## src/rtl/cbt_pkg.sv

```systemverilog
// shared types, constants and helper functions of the cubic bezier tessellator
`timescale 1ns / 1ps

package cbt_pkg;

	localparam int SEC_W        = 6;
	localparam int MAX_SECTIONS = 63;
	localparam int COORD_W      = 24;
	localparam int T_W          = 16;
	localparam int U_W          = T_W + 1;
	localparam int T2_W         = 2 * T_W;
	localparam int U2_W         = 2 * T_W + 1;
	localparam int W_W          = 3 * T_W + 1;
	localparam int HALF_W       = 24;
	localparam int DIV_STEP     = 8;

	localparam logic [SEC_W-1:0] SECTIONS_RESET = SEC_W'(6);
	localparam logic [SEC_W-1:0] SECTIONS_MAX   = SEC_W'(MAX_SECTIONS);

	typedef logic signed [COORD_W-1:0] cbt_coord_t;

	// one input beat: a cubic segment
	typedef struct packed {
		cbt_coord_t start_x;
		cbt_coord_t start_y;
		cbt_coord_t ctrl1_x;
		cbt_coord_t ctrl1_y;
		cbt_coord_t ctrl2_x;
		cbt_coord_t ctrl2_y;
		cbt_coord_t end_x;
		cbt_coord_t end_y;
		logic       last_segment;
	} cbt_seg_t;

	// one output beat: a curve point
	typedef struct packed {
		cbt_coord_t point_x;
		cbt_coord_t point_y;
		logic       end_of_run;
	} cbt_pt_t;

	// work token that travels down the pipeline with its valid bit
	typedef struct packed {
		cbt_seg_t         seg;
		logic [SEC_W-1:0] k;
		logic [SEC_W-1:0] n;
		logic             is_end;
		logic             eor;
	} cbt_tok_t;

	typedef logic [W_W-1:0]        cbt_wgt_t;
	typedef logic [3:0][W_W-1:0]   cbt_wgts_t;

	typedef struct packed {
		logic [DIV_STEP-1:0] q;
		logic [SEC_W-1:0]    r;
	} cbt_div_t;

	// eight restoring division steps, remainder stays below the divisor
	function automatic cbt_div_t cbt_div8(input logic [SEC_W-1:0] r_in,
		input logic [SEC_W-1:0] d);
		cbt_div_t       res;
		logic [SEC_W:0] r2;
		res.r = r_in;
		res.q = '0;
		for (int j = 0; j < DIV_STEP; j++) begin
			r2 = {res.r, 1'b0};
			if (r2 >= {1'b0, d}) begin
				r2    = r2 - {1'b0, d};
				res.q = {res.q[DIV_STEP-2:0], 1'b1};
			end else begin
				res.q = {res.q[DIV_STEP-2:0], 1'b0};
			end
			res.r = r2[SEC_W-1:0];
		end
		return res;
	endfunction

endpackage

```

## src/rtl/cbt_seq.sv

```systemverilog
// segment holding register and point sequencer, feeds pipeline stage 1
`timescale 1ns / 1ps

module cbt_seq (
	input  logic                     clk,
	input  logic                     arst_n,
	input  logic                     seg_valid,
	output logic                     seg_stall,
	input  cbt_pkg::cbt_seg_t        seg,
	input  logic [cbt_pkg::SEC_W-1:0] sections,
	input  logic                     adv,
	output logic                     v_s1,
	output cbt_pkg::cbt_tok_t        tok_s1
);
	import cbt_pkg::*;

	cbt_seg_t         seg_q;
	logic             vld_q;
	logic [SEC_W-1:0] k_q;
	logic [SEC_W-1:0] n_q;
	logic             end_ph_q;
	logic [SEC_W-1:0] n_clamp;
	logic             last_k;
	logic             fin;
	logic             issue;
	logic             accept;

	// zero sections acts as one
	always_comb begin
		if (sections == '0) begin
			n_clamp = SEC_W'(1);
		end else if (sections > SECTIONS_MAX) begin
			n_clamp = SECTIONS_MAX;
		end else begin
			n_clamp = sections;
		end
	end

	assign last_k    = (k_q == n_q - SEC_W'(1));
	assign fin       = end_ph_q || (last_k && !seg_q.last_segment);
	assign issue     = vld_q && adv;
	assign seg_stall = vld_q && !(issue && fin);
	assign accept    = seg_valid && !seg_stall;

	always_ff @(posedge clk or negedge arst_n) begin
		if (!arst_n) begin
			vld_q    <= 1'b0;
			k_q      <= '0;
			end_ph_q <= 1'b0;
		end else if (accept) begin
			vld_q    <= 1'b1;
			k_q      <= '0;
			end_ph_q <= 1'b0;
		end else if (issue) begin
			if (fin) begin
				vld_q <= 1'b0;
			end else if (last_k) begin
				end_ph_q <= 1'b1;
			end else begin
				k_q <= k_q + SEC_W'(1);
			end
		end
	end

	always_ff @(posedge clk) begin
		if (accept) begin
			seg_q <= seg;
			n_q   <= n_clamp;
		end
	end

	always_ff @(posedge clk or negedge arst_n) begin
		if (!arst_n) begin
			v_s1 <= 1'b0;
		end else if (adv) begin
			v_s1 <= vld_q;
		end
	end

	always_ff @(posedge clk) begin
		if (adv) begin
			tok_s1.seg    <= seg_q;
			tok_s1.k      <= k_q;
			tok_s1.n      <= n_q;
			tok_s1.is_end <= end_ph_q;
			tok_s1.eor    <= fin;
		end
	end

endmodule

```

## config.mk

```make
export PLATFORM = sky130hd
export DESIGN_NAME = cbt_seq
export DESIGN_NICKNAME = d
export VERILOG_FILES = /design/src/rtl/cbt_pkg.sv /design/src/rtl/cbt_seq.sv
export SDC_FILE = /design/constraint.sdc
export NUM_CORES = 1
export LEC_CHECK = 0
export BUFFER_PORTS_ARGS = -buffer_cell sky130_fd_sc_hd__buf_4
export CAP_MARGIN = 20
export CORE_ASPECT_RATIO = 0.75
export CORE_UTILIZATION = 45
export DETAILED_ROUTE_END_ITERATION = 8
export PLACE_DENSITY_LB_ADDON = 0.12
export SETUP_SLACK_MARGIN = 0.02
export SYNTH_ARGS = -nofsm -noshare
export SYNTH_HDL_FRONTEND = slang
export SYNTH_SLANG_ARGS = --single-unit
```

## constraint.sdc

```tcl
create_clock -name clk -period 14.4 [get_ports clk]
set_input_delay 0 -clock clk [delete_from_list [all_inputs] [get_ports clk]]
set_output_delay 0 -clock clk [all_outputs]
set_load 0.05 [all_outputs]
```

==> metrics.md, run 1 <==
| Metric | Value |
|---|---|
| Vias in the first global route | `between 7000 and 8000` |
| Met2 Routed Length | `~15000 um` |
| Syn Nets | `689` |
| Root Buffer | `clkbuf_16` |
| Max-Cap Viols | `0` |
| Synth Register Bits | `approximately 420` |
| DR WL/cell | `roughly 19 um` |
| Rel. slew slack | `0.345` |
| Ys async rst share | `0.0217` |
| # placed instances | `approximately 1300` |
| Vias per cell | `4.54` |
| Top Ports | `412` |
| Setup Viol. Count Final | `0` |
| Post-DP HPWL | `between 15000 and 20000 um` |
| Total congestion overflow | `0` |
| Post-synth EDFFs | `just over 400` |
| Seq. cell area | `~12000 sq um` |
| Final Cycle Share | `0.297` |
| Initial DRC Count | `around 350` |
| Final nets | `~1300` |
| Die ar. | `~29000 sq um` |
| Core area | `around 28000 sq um` |
| Met3 Wirelength | `2850 um` |
| RSZ-0062 raised after global routing | `false` |
| Die width | `198 um` |
| Setup TNS | `0 ps` |
| Met1 wire length | `about 11000 um` |
| Final wirelength | `around 29000 um` |
| CTS resizes | `0` |
| Initial antenna violation count | `0` |
| P per Cell Area | `148 nW/um^2` |
| Status | `completed` |
| Final Max Slew Viols | `0` |
| Row Count | `between 50 and 60` |
| TritonCTS buffer count | `40` |
| Seq/Total Area, Yosys | `0.961` |
| VDD IR max | `116 uV` |
| Ant. Diodes | `0` |
| Max Freq | `0.234 GHz` |
| Layout cells sized above 1 | `0.407` |
| Clock transition at path regs | `60 ps` |
| Worst EP arrival | `between 4000 and 5000 ps` |
| Number of distinct library cells after synthesis | `35` |
| Routed Antenna Nets | `0` |
| Most used DFF post-synth | `edfxtp_1` |
| Die Ht | `149 um` |
| YS warnings | `0` |
| Slew @ Worst Pin | `approximately 980 ps` |
| CP Launch Type | `flip-flop` |
| Vias post-DR | `7025` |
| Syn avg cell area | `around 27 sq um` |
| Drt pass-1 iters | `4` |
| Htree depth | `2` |
| CTS tree | `yes` |
| Area growth, synth to finish | `52.7%` |
| Area occupied by multi-input gates | `between 400 and 500 sq um` |
| Fill cell count | `~1800` |
| Drt drc | `0` |
| Clk sinks | `415` |
| Worst path required time | `14540 ps` |
| Worst Setup End Kind | `flip-flop` |
| Clock Latency Late Sink | `between 500 and 600 ps` |
| P_leak | `between 0.007 and 0.008 uW` |
| IO Port Bufs | `roughly 410` |
| Total track usage | `0.194` |
| Clk buf depth | `3` |
| Crit path kind | `flip-flop to flip-flop` |
| Hold crit path type | `input port to flip-flop` |
| Final Skew | `between 15 and 20 ps` |
| First-pass GRT wire length | `41600 um` |
| Crit-path max FO | `123` |
| Crit path time final | `~4300 ps` |
| Mapped Cells | `a little under 500` |
| Post-Syn Area | `12900 sq um` |
| Placer Congestion | `between 0.7 and 0.8` |
| Final hold viol count | `0` |
| Largest net degree at the start of global routing | `124` |
| Initial core utilization | `0.459` |
| DR top layer | `met4` |
| Post-Layout Cell Count | `1547` |
[state kept, by name, indices dropped and copies added (netlist names)]
register,count
tok_s1,207
end_ph_q,1
seg_q,193
v_s1,1
k_q,6
vld_q,1
n_q,6
[layer usage]
layer,track usage,vias to the layer above
met2,0.323,310
li1,-,3260
met4,0.0640,0
met1,0.235,3404
met5,0,-
met3,0.0723,51
[metrics by stage]
stage               setup slack (ps)   util  total power (uW)  instance area [sq um]  hold slack (ps)
floorplan                       8090      -              1780                  12900             -296
global route                    9880  0.702              3030                  19700              111
detailed placement             10160  0.587              1930                  16500             -161
global placement               10190  0.587              1920                  16500             -163
CTS                            10150  0.702              2950                  19700             84.0
finish                         10130  0.702              2930                  19700             94.2
[final cells by class]
type	instances	share of cell area
sequential	415	0.629
timing repair buffer	616	0.260
clock buffer	47	0.0532
tap	385	0.0244
multi-input combinational	55	0.0228
clock inverter	20	0.00774
inverter	9	0.00209
[what timing repair did]
item                      CTS  global route
hold buffers              202             0
buffers inserted            0             0
hold endpoints to repair  212             0
[worst max-delay path: stages (launching register included)]
cell and delay, ps:
edfxtp_1 490, or4_4 550, or3_4 350, a2111oi_4 460, a31oi_1 320, inv_8 580, buf_4 900
[synth_stat cells, types with 2 or more instances]
cell / number / share of area
edfxtp_1: 406 / 0.94
nand2_1: 3 / 0.00087
dfrtp_1: 9 / 0.017
nor2_1: 4 / 0.0012
inv_1: 9 / 0.0026
and3b_1: 3 / 0.0020
clkbuf_1: 5 / 0.0015
and3_1: 3 / 0.0015
xnor2_1: 7 / 0.0047
a31oi_1: 3 / 0.0015
ha_1: 2 / 0.0019
a221o_1: 2 / 0.0015
nor2b_1: 3 / 0.0015
a22o_1: 2 / 0.0014
nand3_1: 2 / 0.00077
o21ai_0: 2 / 0.00077
[where the power goes]
group          internal [uW]  switching [uW]
Sequential              1470            41.9
Clock                    555             421
Combinational            155             284
[final timing paths]
| path | start | to | slack [ps] | cells after the start |
|---|---|---|---|---|
| hold / removal | adv | tok_s1[128] | 90 | 1 |
| min in group asynchronous | arst_n | k_q[0] | 520 | 3 |
| hold reg to reg | seg_q[26] | tok_s1[40] | 410 | 0 |
| max in group asynchronous | arst_n | k_q[5] | 13550 | 3 |
| setup / recovery | n_q[2] | seg_q[141] | 10130 | 6 |
| setup reg to reg | n_q[2] | seg_q[141] | 10130 | 6 |
[layout by cell type, fill, tap and decap left out, drive strengths merged, types with 3 or more instances in the layout]
| master | Yosys | layout |
|---|---|---|
| nor2b | 3 | 3 |
| dfrtp | 9 | 9 |
| dlygate4sd3 | 0 | 202 |
| clkbuf | 5 | 48 |
| nand2 | 3 | 3 |
| and3 | 3 | 3 |
| edfxtp | 406 | 406 |
| clkinv | 0 | 14 |
| buf | 0 | 413 |
| o21ai | 3 | 3 |
| nor2 | 4 | 4 |
| inv | 9 | 11 |
| xnor2 | 7 | 7 |
| a31oi | 4 | 4 |
| and3b | 3 | 3 |
[cell families (layout without fill, tap and decap cells)]
logic type,after synthesis,after routing,synth area share
flops,415,415,0.961
buf+inv,14,692,0.00407
xor+xnor,7,7,0.00475
mux,1,1,0.000872
simple gates,25,25,0.0119
compound gates,20,20,0.0153
fa+ha+maj,2,2,0.00194
Power figures use the tool's default switching activity.
==> run 2, diff against run 1 <==
- clock period: 14.4 -> 3.5 ns (I/O delays scaled with it)
==> run 2 against run 1 <==
Compared with the run above: worst hold slack worse by 8.5 ps; routed wire length increased by 1.1%; critical endpoint is now seg_q[87]; sequential share of layout area decreased by 0.57 points; critical path type unchanged; critical path depth grew 1; combinational power grew to 4.3 times the previous value; clock skew decreased by 2.8 ps; largest power group unchanged; sequential power rose to 4.1 times the previous value.
==> metrics.md, run 2 (same netlist as run 1, synthesis figures left out) <==
| Metric | Value |
|---|---|
| VDD IR max | `405 uV` |
| Util after Layout | `0.708` |
| Vias in the first global route | `7272` |
| Root Buffer | `clkbuf_16` |
| Final nets | `around 1400` |
| Vias post-DR | `between 7000 and 8000` |
| P_leak | `approximately 0.0076 uW` |
| Combinational power share | `0.154` |
| Max FFs per register | `slightly above 200` |
| Vias per cell | `roughly 4.5` |
| CP Launch Type | `flip-flop` |
| Crit path kind | `flip-flop to flip-flop` |
| IO Port Bufs | `just over 400` |
| Final hold viol count | `0` |
| RSZ-0062 raised after global routing | `false` |
| Status | `completed` |
| Final wirelength | `approximately 30000 um` |
| Drt pass-1 iters | `4` |
| Final instance area | `19900 sq um` |
| DR WL/cell | `19.0 um` |
| Clock Latency Late Sink | `roughly 520 ps` |
| Crit path max-delay family | `simple AND/OR/NAND/NOR gates` |
| Final Cycle Share | `0.894` |
| Initial core utilization | `0.459` |
| CTS resizes | `0` |
| Crit path time final | `3130 ps` |
| Final Skew | `between 15 and 20 ps` |
| Crit-path max FO | `41` |
| Design Power | `12200 uW` |
| # placed instances | `around 1300` |
| Placer Congestion | `around 0.74` |
| Leading cell types in the layout, fill and taps excluded | `buf_4, edfxtp_1, dlygate4sd3_1, clkbuf_16, clkbuf_1` |
| Routed Antenna Nets | `0` |
| First-pass GRT wire length | `42400 um` |
| Rel. slew slack | `0.478` |
| Worst path required time | `about 3700 ps` |
| Core area | `roughly 28000 sq um` |
| Sw Share | `0.252` |
| Worst path cell trace | `or4_4, or3_4, a2111oi_4, a31oi_2, clkinvlp_4, buf_12, buf_12` |
| Initial antenna violation count | `1` |
| Total congestion overflow | `0` |
| Int Pwr | `9110 uW` |
| Post-Layout Cell Count | `approximately 1600` |
| Layout cells sized above 1 | `0.413` |
| Drt drc | `0` |
| Top Ports | `approximately 400` |
| Initial DRC Count | `~360` |
| Slowest-stage cell, CP | `or4_4` |
| Top reg by flops | `tok_s1` |
| Part of the power in registers | `0.511` |
| Leading registers by flop count | `tok_s1: 207 flops, seg_q: 193 flops` |
| Post-place setup slack | `~370 ps` |
| Die Ht | `between 100 and 150 um` |
| Die width | `between 150 and 200 um` |
| Clk sinks | `415` |
| Clock transition at path regs | `60 ps` |
| Final Max Slew Viols | `0` |
| Htree depth | `2` |
| Final worst slack | `approximately 370 ps` |
| Post-DP HPWL | `roughly 19000 um` |
| Max Freq | `about 0.32 GHz` |
| Die ar. | `slightly below 30000 sq um` |
| Area growth, synth to finish | `54.1%` |
| Largest net degree at the start of global routing | `between 100 and 150` |
| Row Count | `53` |
| Setup Viol. Count Final | `0` |
| CTS tree | `yes` |
| Worst Setup End Kind | `flip-flop` |
| Worst EP arrival | `roughly 3300 ps` |
| Slew @ Worst Pin | `between 700 and 800 ps` |
| Total track usage | `0.197` |
| TritonCTS buffer count | `40` |
| Clk pwr share | `0.335` |
| Clk buf depth | `3` |
| Critical Path Max Stage Delay | `between 500 and 600 ps` |
| Max-Cap Viols | `0` |
| Cell repeated most along the worst path | `buf_12` |
| Total net switching power | `between 3000 and 4000 uW` |
| Hold crit path type | `input port to flip-flop` |
| WP buf/inv | `3` |
| Commonest non-fill, non-tap cell in the layout | `buf_4` |
| DP Area | `16600 sq um` |
| Fill cell count | `1758` |
| P per Cell Area | `~610 nW/um^2` |
[run 2: cell types whose count changed in the layout (fill, tap and decap cells not counted), moves of 2 or more]
cell      change
clkinv_1      -4
buf_12        +6
clkinv_2      +3
clkbuf_1      +6
buf_4         +2
[run 2: timing repair]
action                    in CTS  in global routing
hold endpoints to repair     211                  0
buffers inserted               0                  0
hold buffers                 202                  0
[run 2: cell type report]
cell class,count,area [sq um],area share
Clock inverter,18,168,0.00842
Timing Repair Buffer,624,5270,0.265
Clock buffer,53,1070,0.0538
Sequential cell,415,12400,0.624
Tap cell,385,482,0.0242
Inverter,9,37.5,0.00189
Antenna cell,1,2.50,0.000126
Multi-Input combinational cell,55,459,0.0231
[run 2: per-layer routing]
metal	global-route usage	wire length, um	vias to the layer above
met4	0.0682	804	0
met2	0.326	14500	330
li1	-	-	3284
met5	0	0	-
met3	0.0757	3020	57
met1	0.238	11400	3387
[run 2: power by group through the flow]
stage | sequential (uW) | combinational (uW) | clock, uW
2_1_floorplan | 6980 | 325 | 0
3_3_place_gp | 6310 | 1660 | 0
3_5_place_dp | 6330 | 1680 | 0
4_1_cts | 6220 | 1880 | 4180
5_1_grt | 6270 | 1960 | 4390
6_report | 6230 | 1870 | 4090
[run 2: final timing paths]
path	start	end	slack, ps	depth (start not counted)
max	n_q[2]	seg_q[87]	370	7
min	adv	tok_s1[114]	90	1
max reg2reg	n_q[2]	seg_q[87]	370	7
min reg2reg	seg_q[28]	tok_s1[42]	420	0
max in group asynchronous	arst_n	k_q[5]	2630	3
min in group asynchronous	arst_n	k_q[0]	540	3
[run 2: worst register-to-register path, cell delays in order (launching register included)]
cell	delay [ps]
edfxtp_1	490
or4_4	560
or3_4	360
a2111oi_4	530
a31oi_2	220
clkinvlp_4	160
buf_12	200
buf_12	270
[run 2: stage by stage]
step | TNS, ps | hold slack, ps
2_1_floorplan | -282160 | -296
3_3_place_gp | 0 | -161
3_5_place_dp | 0 | -158
4_1_cts | 0 | 106
5_1_grt | 0 | 115
6_report | 0 | 85.6
==> run 3, diff against run 2 <==
- CTS_CLUSTER_DIAMETER: unset -> 60
- REMOVE_ABC_BUFFERS: unset -> 1
==> run 3 against run 2 <==
Compared with the run above: flip-flop and latch count unchanged; die area unchanged; final cell count decreased by 0.13%; clock power increased by 2%; sequential share of layout area about the same; combinational power about the same; total power increased by 0.47%; routed wire length increased by 1.0%; worst hold slack improved by 100 ps; maximum frequency decreased by 1.7%; critical path depth decreased by 1; cell area about the same; highest routed layer unchanged.
==> metrics.md, run 3 (same netlist as run 1, synthesis figures left out) <==
| Metric | Value |
|---|---|
| First-pass GRT wire length | `43000 um` |
| Root Buffer | `clkbuf_16` |
| P per Cell Area | `615 nW/um^2` |
| Part of the power in registers | `0.508` |
| Die ar. | `29400 sq um` |
| Placer Congestion | `between 0.7 and 0.8` |
| Seq. cell area | `12400 sq um` |
| Area growth, synth to finish | `54.1%` |
| Routed Antenna Nets | `0` |
| Slew @ Worst Pin | `787 ps` |
| TritonCTS buffer count | `39` |
| Leading registers by flop count | `tok_s1: 207 flops, seg_q: 193 flops` |
| Initial antenna violation count | `3` |
| Final hold viol count | `0` |
| CTS tree | `yes` |
| Top reg by flops | `tok_s1` |
| Vias in the first global route | `around 7500` |
| Crit-path max FO | `36` |
| Worst EP arrival | `roughly 3400 ps` |
| Vias post-DR | `about 7000` |
| Sw Share | `0.253` |
| Setup Viol. Count Final | `0` |
| Core area | `28100 sq um` |
| Max-Cap Viols | `0` |
| RSZ-0062 raised after global routing | `false` |
| Total net switching power | `approximately 3100 uW` |
| DR WL/cell | `a little under 20 um` |
| Worst path required time | `3710 ps` |
| Die width | `a little under 200 um` |
| Max Freq | `around 0.31 GHz` |
| Vias per cell | `between 4 and 5` |
| Clock transition at path regs | `70 ps` |
| Row Count | `53` |
| CP Launch Type | `flip-flop` |
| P_leak | `around 0.0076 uW` |
| Clock Latency Late Sink | `between 500 and 600 ps` |
| Final Max Slew Viols | `0` |
| Max FFs per register | `between 200 and 250` |
| Final worst slack | `about 320 ps` |
| Crit path kind | `flip-flop to flip-flop` |
| Drt drc | `0` |
| Worst Setup End Kind | `flip-flop` |
| Htree depth | `2` |
| Top Ports | `about 410` |
| Clk pwr share | `0.340` |
| Final Cycle Share | `0.909` |
| Drt pass-1 iters | `4` |
| DP Area | `between 15000 and 20000 sq um` |
| Crit path time final | `between 3000 and 4000 ps` |
| Final Skew | `16.1 ps` |
| Setup TNS | `0 ps` |
| Post-DP HPWL | `about 19000 um` |
| Leading cell types in the layout, fill and taps excluded | `buf_4, edfxtp_1, dlygate4sd3_1, clkbuf_16` |
| Commonest non-fill, non-tap cell in the layout | `buf_4` |
| Final wirelength | `about 30000 um` |
| Area occupied by multi-input gates | `between 400 and 500 sq um` |
| Die Ht | `approximately 150 um` |
| Clk buf depth | `3` |
| Total congestion overflow | `0` |
| Final nets | `roughly 1300` |
| Clk sinks | `slightly above 400` |
| Post-CTS setup buffers | `0` |
| Combinational power share | `0.152` |
| IO Port Bufs | `between 400 and 500` |
| Post-place setup slack | `275 ps` |
| Status | `completed` |
| Rel. slew slack | `0.476` |
| Initial core utilization | `0.459` |
| Total track usage | `0.201` |
| Final instance area | `between 15000 and 20000 sq um` |
| Design Power | `between 10000 and 15000 uW` |
| CTS resizes | `0` |
| VDD IR max | `~530 uV` |
| Post-Layout Cell Count | `between 1500 and 2000` |
| Hold_buf cts | `203` |
| Int Pwr | `around 9100 uW` |
| Fill cell count | `about 1800` |
| Initial DRC Count | `305` |
| Layout cells sized above 1 | `0.417` |
| # placed instances | `between 1000 and 1500` |
| Largest net degree at the start of global routing | `142` |
| Hold crit path type | `input port to flip-flop` |
## run 3: stage by stage
step	utilization	hold slack, ps
6_report	0.708	189
3_3_place_gp	0.590	-169
5_1_grt	0.708	164
4_1_cts	0.708	161
3_5_place_dp	0.590	-166
2_1_floorplan	-	-296
## run 3: worst max-delay path, cell delays in order (launching register included)
cell       delay, ps
edfxtp_1         460
or4_4            570
or3_4            350
a2111oi_4        490
a31oi_1          330
inv_8            340
buf_4            320
## run 3: path summary, 6_finish.rpt
kind,from,to,slack (ps),cells past startpoint
worst min register to register,seg_q[40],tok_s1[54],410,0
max in group asynchronous,arst_n,k_q[3],2680,3
min in group asynchronous,arst_n,v_s1,510,3
worst max-delay path,n_q[0],seg_q[18],320,6
worst min-delay path,seg[58],seg_q[58],190,2
worst max register to register,n_q[0],seg_q[18],320,6
## run 3: power groups by stage
stage | clock (uW) | combinational, uW | sequential [uW]
final | 4160 | 1860 | 6220
after global routing | 4450 | 1950 | 6260
after CTS | 4240 | 1860 | 6220
after detailed placement | 0 | 1670 | 6320
after global placement | 0 | 1650 | 6300
after floorplan | 0 | 317 | 7000
## run 3: layer usage
metal / track usage / vias up / share of wire
met2: 0.347 / 310 / 0.50
li1: - / 3273 / -
met5: 0 / - / 0
met4: 0.0744 / 0 / 0.026
met1: 0.225 / 3468 / 0.37
met3: 0.0821 / 54 / 0.10
## run 3: area by class of cell
type / count / area share
repair buffers: 623 / 0.263
clock inverters: 25 / 0.0116
multi-input cells: 55 / 0.0226
diodes: 3 / 0.000377
clock buffers: 43 / 0.0519
inverters: 9 / 0.00207
well taps: 385 / 0.0242
flip-flops and latches: 415 / 0.624
